**config.mk**
```make
export PLATFORM = sky130hd
export DESIGN_NAME = decimal_to_roman_encoder_unit
export DESIGN_NICKNAME = d
export VERILOG_FILES = /design/src/design/dre_pkg.sv /design/src/design/dre_ctrl.sv /design/src/design/dre_datapath.sv /design/src/design/decimal_to_roman_encoder_unit.sv
export SDC_FILE = /design/constraint.sdc
export NUM_CORES = 1
export LEC_CHECK = 0
export ABC_AREA = 1
export CORE_MARGIN = 4
export CORE_UTILIZATION = 40
export DETAILED_ROUTE_END_ITERATION = 10
export DONT_BUFFER_PORTS = 1
export SYNTH_ARGS = -nofsm -noshare
export SYNTH_HDL_FRONTEND = slang
export SYNTH_HIERARCHICAL = 1
export SYNTH_SLANG_ARGS = --single-unit
export TNS_END_PERCENT = 1
```
**constraint.sdc**
```tcl
create_clock -name clk_i -period 4.1 [get_ports clk_i]
set_input_delay 0.41 -clock clk_i [delete_from_list [all_inputs] [get_ports clk_i]]
set_output_delay 0.41 -clock clk_i [all_outputs]
set_load 0.05 [all_outputs]
```
**src/design/dre_pkg.sv**
```systemverilog
// Package for the decimal to Roman numeral encoder.
// Holds widths, ASCII symbol codes, the greedy symbol table and the
// controller/datapath interface structs. No dependencies.
package dre_pkg;

  localparam int ValueW     = 12;
  localparam int CharW      = 7;
  localparam int InDataW    = 16;
  localparam int OutDataW   = 8;
  localparam int EntryValW  = 10;
  localparam int NumEntries = 13;

  localparam logic [ValueW-1:0] ValueLimit = 12'd4000;

  localparam logic [CharW-1:0] ChM = 7'h4D;
  localparam logic [CharW-1:0] ChD = 7'h44;
  localparam logic [CharW-1:0] ChC = 7'h43;
  localparam logic [CharW-1:0] ChL = 7'h4C;
  localparam logic [CharW-1:0] ChX = 7'h58;
  localparam logic [CharW-1:0] ChV = 7'h56;
  localparam logic [CharW-1:0] ChI = 7'h49;
  localparam logic [CharW-1:0] ChNone = 7'h00;

  // Greedy table, largest value first
  localparam logic [EntryValW-1:0] EntryVal [NumEntries] = '{
    10'd1000, 10'd900, 10'd500, 10'd400, 10'd100, 10'd90, 10'd50,
    10'd40, 10'd10, 10'd9, 10'd5, 10'd4, 10'd1
  };
  localparam logic [CharW-1:0] EntryCh1 [NumEntries] = '{
    ChM, ChC, ChD, ChC, ChC, ChX, ChL, ChX, ChX, ChI, ChV, ChI, ChI
  };
  localparam logic [CharW-1:0] EntryCh2 [NumEntries] = '{
    ChNone, ChM, ChNone, ChD, ChNone, ChC, ChNone, ChL, ChNone, ChX, ChNone,
    ChV, ChNone
  };
  localparam logic EntryPair [NumEntries] = '{
    1'b0, 1'b1, 1'b0, 1'b1, 1'b0, 1'b1, 1'b0, 1'b1, 1'b0, 1'b1, 1'b0,
    1'b1, 1'b0
  };

  typedef struct packed {
    logic [EntryValW-1:0] val;
    logic [CharW-1:0]     ch1;
    logic [CharW-1:0]     ch2;
    logic                 pair;
  } entry_t;

  typedef struct packed {
    logic load;
    logic step;
  } dre_cmd_t;

  typedef struct packed {
    logic out_free;
    logic last;
  } dre_sts_t;

  // Largest table entry not above the remainder
  function automatic entry_t entry_lookup(input logic [ValueW-1:0] rem);
    entry_t ent;
    ent.val  = EntryVal[NumEntries-1];
    ent.ch1  = EntryCh1[NumEntries-1];
    ent.ch2  = EntryCh2[NumEntries-1];
    ent.pair = EntryPair[NumEntries-1];
    for (int i = NumEntries - 1; i >= 0; i--) begin
      if (rem >= {{(ValueW-EntryValW){1'b0}}, EntryVal[i]}) begin
        ent.val  = EntryVal[i];
        ent.ch1  = EntryCh1[i];
        ent.ch2  = EntryCh2[i];
        ent.pair = EntryPair[i];
      end
    end
    return ent;
  endfunction

endpackage

```
**src/design/dre_ctrl.sv**
```systemverilog
// Controller state machine of the Roman numeral encoder.
// Sequences load and character steps; depends on dre_pkg.
module dre_ctrl (
  input  logic              clk_i,
  input  logic              rst_ni,
  input  logic              in_valid_i,
  output logic              in_ready_o,
  input  dre_pkg::dre_sts_t sts_i,
  output dre_pkg::dre_cmd_t cmd_o
);

  localparam logic StIdle = 1'b0;
  localparam logic StRun  = 1'b1;

  logic state_q, state_d;
  logic step;

  assign step       = (state_q == StRun) && sts_i.out_free;
  assign in_ready_o = (state_q == StIdle) || (step && sts_i.last);
  assign cmd_o.step = step;
  assign cmd_o.load = in_valid_i && in_ready_o;

  always_comb begin
    state_d = state_q;
    priority if (cmd_o.load) begin
      state_d = StRun;
    end else if (step && sts_i.last) begin
      state_d = StIdle;
    end
  end

  always_ff @(posedge clk_i or negedge rst_ni) begin
    if (!rst_ni) begin
      state_q <= StIdle;
    end else begin
      state_q <= state_d;
    end
  end

endmodule

```
**src/design/dre_datapath.sv**
```systemverilog
// Datapath of the Roman numeral encoder: remainder, greedy symbol pick and
// output register. Depends on dre_pkg.
module dre_datapath (
  input  logic                        clk_i,
  input  logic                        rst_ni,
  input  logic [dre_pkg::ValueW-1:0]  value_i,
  input  dre_pkg::dre_cmd_t           cmd_i,
  output dre_pkg::dre_sts_t           sts_o,
  output logic                        out_valid_o,
  input  logic                        out_ready_i,
  output logic [dre_pkg::CharW-1:0]   out_char_o,
  output logic                        out_last_o,
  output logic                        out_invalid_o
);

  logic [dre_pkg::ValueW-1:0] rem_q, rem_d;
  logic                       invalid_q, invalid_d;
  logic                       second_q, second_d;
  logic                       out_valid_q, out_valid_d;
  logic [dre_pkg::CharW-1:0]  char_q, char_d;
  logic                       last_q, last_d;
  logic                       inv_out_q, inv_out_d;
  dre_pkg::entry_t            ent;
  logic                       done_entry;
  logic [dre_pkg::ValueW-1:0] ent_val;
  logic                       cur_last;
  logic [dre_pkg::CharW-1:0]  cur_char;

  assign ent        = dre_pkg::entry_lookup(rem_q);
  assign ent_val    = {{(dre_pkg::ValueW-dre_pkg::EntryValW){1'b0}}, ent.val};
  assign done_entry = !ent.pair || second_q;
  assign cur_last   = invalid_q || (done_entry && (rem_q == ent_val));
  assign cur_char   = invalid_q ? dre_pkg::ChNone : (second_q ? ent.ch2 : ent.ch1);

  assign sts_o.out_free = !out_valid_q || out_ready_i;
  assign sts_o.last     = cur_last;

  always_comb begin
    rem_d       = rem_q;
    invalid_d   = invalid_q;
    second_d    = second_q;
    out_valid_d = out_valid_q;
    char_d      = char_q;
    last_d      = last_q;
    inv_out_d   = inv_out_q;
    if (cmd_i.step) begin
      out_valid_d = 1'b1;
      char_d      = cur_char;
      last_d      = cur_last;
      inv_out_d   = invalid_q;
      second_d    = ent.pair && !second_q;
      if (done_entry) begin
        rem_d = rem_q - ent_val;
      end
    end else if (out_ready_i) begin
      out_valid_d = 1'b0;
    end
    if (cmd_i.load) begin
      rem_d     = value_i;
      invalid_d = (value_i == '0) || (value_i >= dre_pkg::ValueLimit);
      second_d  = 1'b0;
    end
  end

  always_ff @(posedge clk_i or negedge rst_ni) begin
    if (!rst_ni) begin
      invalid_q   <= 1'b0;
      second_q    <= 1'b0;
      out_valid_q <= 1'b0;
    end else begin
      invalid_q   <= invalid_d;
      second_q    <= second_d;
      out_valid_q <= out_valid_d;
    end
  end

  always_ff @(posedge clk_i) begin
    rem_q     <= rem_d;
    char_q    <= char_d;
    last_q    <= last_d;
    inv_out_q <= inv_out_d;
  end

  assign out_valid_o   = out_valid_q;
  assign out_char_o    = char_q;
  assign out_last_o    = last_q;
  assign out_invalid_o = inv_out_q;

  a_step_has_rem: assert property (@(posedge clk_i) disable iff (!rst_ni)
    cmd_i.step && !invalid_q |-> rem_q != '0)
    else $error("character step with empty remainder");

  a_second_on_pair: assert property (@(posedge clk_i) disable iff (!rst_ni)
    second_q |-> ent.pair)
    else $error("pending second character outside a subtractive pair");

  a_step_needs_slot: assert property (@(posedge clk_i) disable iff (!rst_ni)
    cmd_i.step |-> sts_o.out_free)
    else $error("step into an occupied output register");

  a_last_shown: assert property (@(posedge clk_i) disable iff (!rst_ni)
    cmd_i.step && cur_last |=> out_valid_q && last_q)
    else $error("final character not flagged");

endmodule

```
**src/design/decimal_to_roman_encoder_unit.sv**
```systemverilog
// Decimal to Roman numeral encoder, top level. Instantiates dre_ctrl and
// dre_datapath; depends on dre_pkg.
// The accepted input word is loaded into the remainder register; the greedy
// symbol step then emits one character per cycle into the output register
// while it is free (m_axis_tready not stalling it): a single character for an
// invalid number, up to 15 for 3888.
// Reset: asynchronous active low; clears the controller and output valid.
module decimal_to_roman_encoder_unit (
  input  logic                          clk_i,
  input  logic                          rst_ni,
  input  logic                          s_axis_tvalid_i,
  output logic                          s_axis_tready_o,
  input  logic [dre_pkg::InDataW-1:0]   s_axis_tdata_i,  // [11:0] number_value
  output logic                          m_axis_tvalid_o,
  input  logic                          m_axis_tready_i,
  output logic [dre_pkg::OutDataW-1:0]  m_axis_tdata_o,  // [6:0] numeral_char
  output logic                          m_axis_tlast_o,  // last_char
  output logic                          m_axis_tuser_o   // [0] invalid_value
);

  dre_pkg::dre_cmd_t          cmd;
  dre_pkg::dre_sts_t          sts;
  logic [dre_pkg::CharW-1:0]  out_char;

  dre_ctrl u_ctrl (
    .clk_i      (clk_i),
    .rst_ni     (rst_ni),
    .in_valid_i (s_axis_tvalid_i),
    .in_ready_o (s_axis_tready_o),
    .sts_i      (sts),
    .cmd_o      (cmd)
  );

  dre_datapath u_datapath (
    .clk_i         (clk_i),
    .rst_ni        (rst_ni),
    .value_i       (s_axis_tdata_i[dre_pkg::ValueW-1:0]),
    .cmd_i         (cmd),
    .sts_o         (sts),
    .out_valid_o   (m_axis_tvalid_o),
    .out_ready_i   (m_axis_tready_i),
    .out_char_o    (out_char),
    .out_last_o    (m_axis_tlast_o),
    .out_invalid_o (m_axis_tuser_o)
  );

  assign m_axis_tdata_o = {{(dre_pkg::OutDataW-dre_pkg::CharW){1'b0}}, out_char};

endmodule

```
==> results_tabular.tex, run 1 <==
\begin{tabular}{lr}
\hline
Metric & Value \\
\hline
\multicolumn{2}{l}{\textbf{Critical path}} \\
Setup slack of the worst register-to-register path & 0.40 ns \\
Worst endpoint required time & $\sim$4.1 ns \\
Critical path capture point type & flop \\
Arrival time worst endpoint & 3.66 ns \\
Worst reg-to-reg path cell count & 20 \\
Launching element of the worst setup path & u\_datapath/rem\_q[10] \\
Startpoint Class & flop \\
Worst setup path end & u\_datapath/rem\_q[9] \\
Critical path class & flop to flop \\
R2r endpoint & u\_datapath/rem\_q[9] \\
Crit Path Max Fanout & 12 \\
Reg-to-reg critical path startpoint & u\_datapath/rem\_q[10] \\
\multicolumn{2}{l}{\textbf{Clock tree}} \\
TritonCTS buffer count & 3 \\
Clock latency at the later pin of the worst-skew pair & $\sim$0.27 ns \\
Number of clock sinks & 24 \\
Root buf cell & clkbuf\_8 \\
Clock Path Buffers & 2 \\
Cells resized by post-CTS repair & 0 \\
CTS H-tree lvls & 1 \\
Clock tree from TritonCTS & yes \\
Clk pin slew, worst setup/hold paths & 0.09 ns \\
Setup repair bufs after CTS & 0 \\
\multicolumn{2}{l}{\textbf{Hold path}} \\
Class of the most critical hold timing path & primary input to flop \\
\multicolumn{2}{l}{\textbf{GRT}} \\
First-pass GRT wire length & between 8000 and 9000 um \\
Vias in the first global route & 1808 \\
Aggregate global-route resource usage & 15.77\% \\
Pin count of the biggest net entering global routing & 22 \\
Antenna violations before repair & 0 \\
Final global-route overflow total & 0 \\
\multicolumn{2}{l}{\textbf{Floorplanning}} \\
Initial standard-cell utilization of the core & 41.48\% \\
Core Rows & 26 \\
Horiz. Die Dim & 81.01 um \\
Y dimension of the die & just over 80 um \\
Total Die Area & $\sim$6600 um\^{}2 \\
CORE AREA & 5140 um\^{}2 \\
Number of top-level design ports & 32 \\
\multicolumn{2}{l}{\textbf{STA}} \\
Total negative slack & 0 ns \\
Final min period & 3.696 ns \\
Number of hold violations in the final report & 0 \\
Worst clock skew on the final layout & between 0.009 and 0.01 ns \\
Upper clock frequency limit & 270.5 MHz \\
Fin. max-slew vios & 0 \\
RSZ-0062 raised after global routing & no \\
Worst hold slack across all endpoints & 0.2711 ns \\
Setup Viol. Count Final & 0 \\
Share of the clock period used by the worst path after layout & roughly nine tenths \\
\multicolumn{2}{l}{\textbf{Drt}} \\
Routed via count & 1836 \\
Pre-Repair DR Iteration Count & 4 \\
Uppermost metal layer occupied by signal nets & met4 \\
Post-route antenna net violation count & 0 \\
Total DRC errors in the routed layout & 0 \\
Starting DRC count in detailed routing & approximately 80 \\
Detail Route met3 WL & 218 um \\
Wire length reported by the detailed router & 4853 um \\
Via-per-instance ratio & 5.143 \\
Met1 wire length & 2300 um \\
Routed met2 length & 2271 um \\
Avg WL per Cell & $\sim$14 um \\
\multicolumn{2}{l}{\textbf{Pwr}} \\
Int Pwr & about 1000 uW \\
Maximum ir drop on the vdd rail & 0.4693 mV \\
Switching share of power & 52.84\% \\
Total power per unit cell area & 942.0 nW/um\^{}2 \\
Share of power burned in the clock network & 7.6\% \\
Power share of the combinational group & 58.2\% \\
Static Leak & 0.0009755 uW \\
Sum of internal, switching and leakage power & $\sim$2100 uW \\
Portion of total power attributed to sequential cells & 34.2\% \\
Net load switching power & 1121 uW \\
\multicolumn{2}{l}{\textbf{Yosys}} \\
Count of flip-flops with a built-in enable after synthesis & 20 \\
Xor/xnor cell area share of the yosys netlist & 2.876\% \\
Synth Flop Type & edfxtp\_1 \\
Net count of the mapped netlist & 319 \\
Count leader, synth & nand2\_1 \\
Leading post-synthesis cells by cell area & edfxtp\_1 28\%, nand2\_1 12\%, o21ai\_0 6.1\%, ha\_1 5.9\%, inv\_1 5.8\% \\
Number of different library cells in the post-synthesis netlist & 39 \\
Post-synthesis simple-gate area fraction & 28.17\% \\
Flip-flop and latch count after synthesis & 24 \\
Gate count after technology mapping & 288 \\
Multiplexer area fraction after synthesis & 0\% \\
Area share of the largest cell type after synthesis & 28.17\% \\
Mapped Area & around 2100 um\^{}2 \\
Mapped Avg Cell Area & around 7.4 um\^{}2 \\
Sequential element share of the synthesized area & between 30\% and 40\% \\
Library cell with the largest summed area after synthesis & edfxtp\_1 \\
Adder-cell area share of the yosys netlist & 6.808\% \\
Count of yosys warnings during synthesis & 6 \\
Commonest cells post-synth & 66 x nand2\_1, 33 x inv\_1, 26 x o21ai\_0, 20 x a21oi\_1, 20 x edfxtp\_1 \\
Compound-Gate Fraction of Synth Area & around 19\% \\
Combinational family with the most area after synthesis & simple AND/OR/NAND/NOR gates \\
Async SR Flop Fraction & 16.67\% \\
\multicolumn{2}{l}{\textbf{Cells and area}} \\
Filler instances & about 580 \\
Share of the core filled with cells in the final layout & a little over two fifths \\
Area Overhead vs Synth & 5.575\% \\
Post-layout net count & 319 \\
Final Cell Area & about 2300 um\^{}2 \\
Fraction of layout cells with a size suffix above 1 & 14.63\% \\
Number of antenna diodes & 0 \\
\multicolumn{2}{l}{\textbf{Outcome}} \\
Status & finished, final reports clean \\
\multicolumn{2}{l}{\textbf{Place}} \\
DP HPWL & between 3000 and 4000 um \\
Number of buffers added on ports & 0 \\
Placed inst area & 2186 um\^{}2 \\
Weighted congestion at the end of routability-driven global placement & 0.8734 \\
\multicolumn{2}{l}{\textbf{Flow run}} \\
Max-cap violations & 0 \\
\hline
\end{tabular}
==> how the worst min path moves through the flow <==
stage	start	end	slack, ns	cells after the start
6_report	s_axis_tvalid_i	u_ctrl/state_q	0.27	2
5_1_grt	s_axis_tvalid_i	u_ctrl/state_q	0.26	2
4_1_cts	s_axis_tvalid_i	u_ctrl/state_q	0.26	2
3_5_place_dp	rst_ni	u_datapath/out_valid_o	0.11	0
3_3_place_gp	rst_ni	u_ctrl/state_q	0.11	0
2_1_floorplan	rst_ni	u_ctrl/state_q	0.11	0
==> power groups by stage <==
stage / clock network, uW / logic (uW) / registers [uW]
after floorplan: 0 / 1000 / 683
after global placement: 0 / 1200 / 724
after detailed placement: 0 / 1220 / 730
after CTS: 170 / 1230 / 725
after global routing: 183 / 1420 / 741
final: 162 / 1230 / 724
==> routing by layer <==
| layer | up-vias | track usage [%] |
|---|---|---|
| li1 | 961 | - |
| met1 | 818 | 19.86 |
| met2 | 49 | 27.34 |
| met3 | 8 | 3.659 |
| met4 | 0 | 3.547 |
| met5 | - | 0 |
==> sequential cells by signal, summed over array words and instances, names as in the netlist <==
signal	cells
u_datapath/rem_q	12
u_datapath/out_char_o	6
u_ctrl/state_q	1
u_datapath/invalid_q	1
u_datapath/out_invalid_o	1
u_datapath/out_last_o	1
u_datapath/out_valid_o	1
u_datapath/second_q	1
==> metrics by stage <==
step	instances	worst slack [ns]
after global routing	357	0.008674
after detailed placement	352	0.4758
final	357	0.4035
after CTS	357	0.4131
after global placement	352	0.4719
after floorplan	288	0.8480
==> placed cells by master, fill, tap and decap left out, drive strengths merged, types with 3 or more instances in the layout <==
master,synthesis,final
nor3,3,3
o21ai,32,32
xor2,7,7
nand4,5,5
dfrtp,4,4
o31ai,4,4
clkbuf,3,4
edfxtp,20,20
nand3,12,12
nor2,23,23
nor4,4,4
ha,10,10
a21oi,24,24
nand2,76,76
inv,40,40
a211oi,4,4
==> area by class of cell <==
cell class	instances	area, um^2	area share (%)
clock buffers	4	55.05	2.446
inverters	41	155.1	6.893
well taps	70	87.58	3.891
flip-flops and latches	24	700.7	31.13
repair buffers	3	25.02	1.112
multi-input cells	215	1227	54.53
==> what timing repair did <==
action,CTS,global route
endpoints found under the hold margin,4,0
hold buffers,1,0
setup endpoints to repair,0,0
==> worst max-delay path, cell delays in order (launching register included) <==
cell      delay (ns)
edfxtp_1        0.48
nor2_4          0.20
nand2_4         0.10
a211oi_1        0.18
nand2_1         0.13
inv_2           0.12
a21oi_1         0.07
o21ai_0         0.14
a21oi_1         0.13
ha_1            0.35
nand2_1         0.11
inv_1           0.07
nand3_1         0.08
nor4_1          0.32
nand2_1         0.10
nand2_1         0.11
nand2_2         0.08
a21oi_2         0.14
inv_1           0.16
nand2_1         0.11
buf_4           0.22
==> cell families after synthesis <==
kind of cell,Yosys count
compound gates,68
xor+xnor,7
fa+ha+maj,11
buf+inv,49
flops,24
other cells,2
simple gates,127
Note: power is estimated with default switching activity, not from simulation.
==> run 2: changes to the inputs <==
==> constraint.sdc (replaced) <==
create_clock -name clk_i -period 3 [get_ports clk_i]
set_input_delay 0.3 -clock clk_i [delete_from_list [all_inputs] [get_ports clk_i]]
set_output_delay 0.3 -clock clk_i [all_outputs]
set_load 0.05 [all_outputs]
==> results_tabular.tex, run 2 (synthesis gave the netlist of run 1 again) <==
\begin{tabular}{lr}
\hline
Metric & Value \\
\hline
\multicolumn{2}{l}{\textbf{Outcome}} \\
Status & complete, but fails checks \\
Violated checks & negative setup slack \\
\multicolumn{2}{l}{\textbf{Floorplanning}} \\
CORE AREA & 5140 um\^{}2 (unchanged) \\
Core Rows & 26 (unchanged) \\
Y dimension of the die & 81.01 um (unchanged) \\
Total Die Area & 6562 um\^{}2 (unchanged) \\
Horiz. Die Dim & 81.01 um (unchanged) \\
Initial standard-cell utilization of the core & 41.48\% (unchanged) \\
Number of top-level design ports & 32 (unchanged) \\
\multicolumn{2}{l}{\textbf{Critical path}} \\
Startpoint Class & flop \\
Arrival time worst endpoint & 2.98 ns (-0.68 ns) \\
Crit Path Max Fanout & 3 (-9) \\
Worst endpoint required time & 2.70 ns (-1.37 ns) \\
Critical path class & flop to output port \\
Critical path capture point type & output port \\
\multicolumn{2}{l}{\textbf{STA}} \\
Worst clock skew on the final layout & 0.01557 ns (+0.005945 ns) \\
Upper clock frequency limit & 304.7 MHz \\
Setup WS post-layout & -0.2818 ns (-0.6853 ns) \\
Share of the clock period used by the worst path after layout & 109.4\% \\
Setup Viol. Count Final & 28 (+28) \\
Number of hold violations in the final report & 0 (unchanged) \\
Fin. max-slew vios & 0 (unchanged) \\
RSZ-0062 raised after global routing & yes \\
Worst hold slack across all endpoints & 0.1632 ns (-0.1078 ns) \\
Final min period & between 3 and 4 ns \\
\multicolumn{2}{l}{\textbf{Drt}} \\
Via-per-instance ratio & 5.211 (+1.3\%) \\
Wire length reported by the detailed router & 7167 um (+48\%) \\
Post-route antenna net violation count & 0 (unchanged) \\
Routed via count & 2397 (+31\%) \\
Starting DRC count in detailed routing & 136 (+66\%) \\
Avg WL per Cell & 15.58 um (+15\%) \\
Pre-Repair DR Iteration Count & 4 (unchanged) \\
Total DRC errors in the routed layout & 0 (unchanged) \\
\multicolumn{2}{l}{\textbf{Clock tree}} \\
Clock Path Buffers & 2 (unchanged) \\
CTS H-tree lvls & 1 (unchanged) \\
Root buf cell & clkbuf\_8 \\
Number of clock sinks & 24 (unchanged) \\
Clock latency at the later pin of the worst-skew pair & 0.28 ns (about the same) \\
Clk pin slew, worst setup/hold paths & 0.11 ns (+0.02 ns) \\
Clock tree from TritonCTS & yes \\
TritonCTS buffer count & 3 (unchanged) \\
\multicolumn{2}{l}{\textbf{Cells and area}} \\
Area Overhead vs Synth & 57.69\% \\
Largest register FFs & 12 (unchanged) \\
Most frequent cells in the layout & 85 x buf\_4, 61 x nand2\_1, 31 x inv\_1, 20 x o21ai\_0, 20 x edfxtp\_1 \\
Number of antenna diodes & 0 (unchanged) \\
Register ranked first by flip-flop count & u\_datapath/rem\_q \\
Fraction of layout cells with a size suffix above 1 & 45.64\% (+31 points) \\
Post-layout net count & 422 (+32\%) \\
Most common cell after layout, fill and taps aside & buf\_4 \\
Final std cells w/o fill & 460 (+29\%) \\
\multicolumn{2}{l}{\textbf{GRT}} \\
Vias in the first global route & 2426 (+34\%) \\
Final global-route overflow total & 0 (unchanged) \\
First-pass GRT wire length & 10610 um (+32\%) \\
Pin count of the biggest net entering global routing & 22 (unchanged) \\
Aggregate global-route resource usage & 20.62\% (+4.9 points) \\
Antenna violations before repair & 0 (unchanged) \\
\multicolumn{2}{l}{\textbf{Place}} \\
Number of buffers added on ports & 0 (unchanged) \\
Placed instance count & 424 (+20\%) \\
DP HPWL & 4460 um (+14\%) \\
Post-placement setup slack & -0.3859 ns (-0.8617 ns) \\
Weighted congestion at the end of routability-driven global placement & 0.9084 (+4.0\%) \\
\multicolumn{2}{l}{\textbf{Pwr}} \\
Static Leak & 0.001536 uW (+57\%) \\
Sum of internal, switching and leakage power & 4518 uW (+110\%) \\
Maximum ir drop on the vdd rail & 0.9711 mV (+110\%) \\
Total power per unit cell area & 1344 nW/um\^{}2 (+43\%) \\
\multicolumn{2}{l}{\textbf{Hold path}} \\
Class of the most critical hold timing path & primary input to flop \\
\multicolumn{2}{l}{\textbf{Flow run}} \\
Max-cap violations & 0 (unchanged) \\
\hline
\end{tabular}
-- run 2: where the power goes --
group          total [uW]  internal, uW  switching (uW)
sequential            957           640             317
clock                 299           179             120
combinational        3260          1560            1700
-- run 2: layout make-up --
cell class	instances	area (um^2)
Tap cell	70	87.58
Clock buffer	3	41.29
Clock inverter	1	30.03
Multi-Input combinational cell	215	1463
Sequential cell	24	700.7
Timing Repair Buffer	106	882.1
Fill cell	424	1778
Inverter	41	157.7
-- run 2: what timing repair did --
action,CTS,global route
buffers inserted,28,6
pin swaps,15,30
hold buffers,1,0
setup endpoints to repair,28,30
resized for setup,19,52
hold endpoints to repair,4,0
-- run 2: metrics by stage --
step | setup TNS, ns | utilization, % | cell area [um^2]
2_1_floorplan | -0.9112 | - | 2142
3_3_place_gp | -9.005 | 53.43 | 2746
3_5_place_dp | -9.132 | 53.43 | 2746
4_1_cts | -2.215 | 60.56 | 3113
5_1_grt | -8.329 | 65.41 | 3362
6_report | -3.720 | 65.41 | 3362
-- run 2: final timing paths --
kind	end	depth (start not counted)	from	slack [ns]
setup / recovery	s_axis_tready_o	18	u_datapath/rem_q[3]	-0.28
hold / removal	u_ctrl/state_q	2	s_axis_tvalid_i	0.16
setup reg to reg	u_datapath/rem_q[11]	18	u_datapath/rem_q[3]	-0.25
hold reg to reg	u_datapath/out_invalid_o	0	u_datapath/invalid_q	0.64
max in group asynchronous	u_ctrl/state_q	1	rst_ni	2.53
min in group asynchronous	u_datapath/second_q	1	rst_ni	0.30
-- run 2: routing by layer --
| layer | share of wire, % | vias to the layer above | wire (um) | global-route usage (%) |
|---|---|---|---|---|
| met4 | 3.6 | 0 | 259 | 6.588 |
| met1 | 40 | 1129 | 2884 | 24.47 |
| li1 | - | 1165 | - | - |
| met3 | 3.6 | 27 | 261 | 2.882 |
| met5 | 0 | - | 0 | 1.667 |
| met2 | 52 | 76 | 3761 | 37.85 |
-- run 2: critical path: stages (launching register included) --
cell	delay (ns)
edfxtp_1	0.49
buf_6	0.14
inv_2	0.04
a21oi_4	0.12
nand4_1	0.16
nand2_2	0.14
inv_2	0.06
buf_4	0.14
o21ai_4	0.06
a21oi_2	0.09
ha_1	0.32
nand2_2	0.10
nor4_4	0.30
nand2_1	0.10
nand2_2	0.07
nand2_2	0.06
buf_6	0.12
nand2_4	0.05
buf_12	0.13
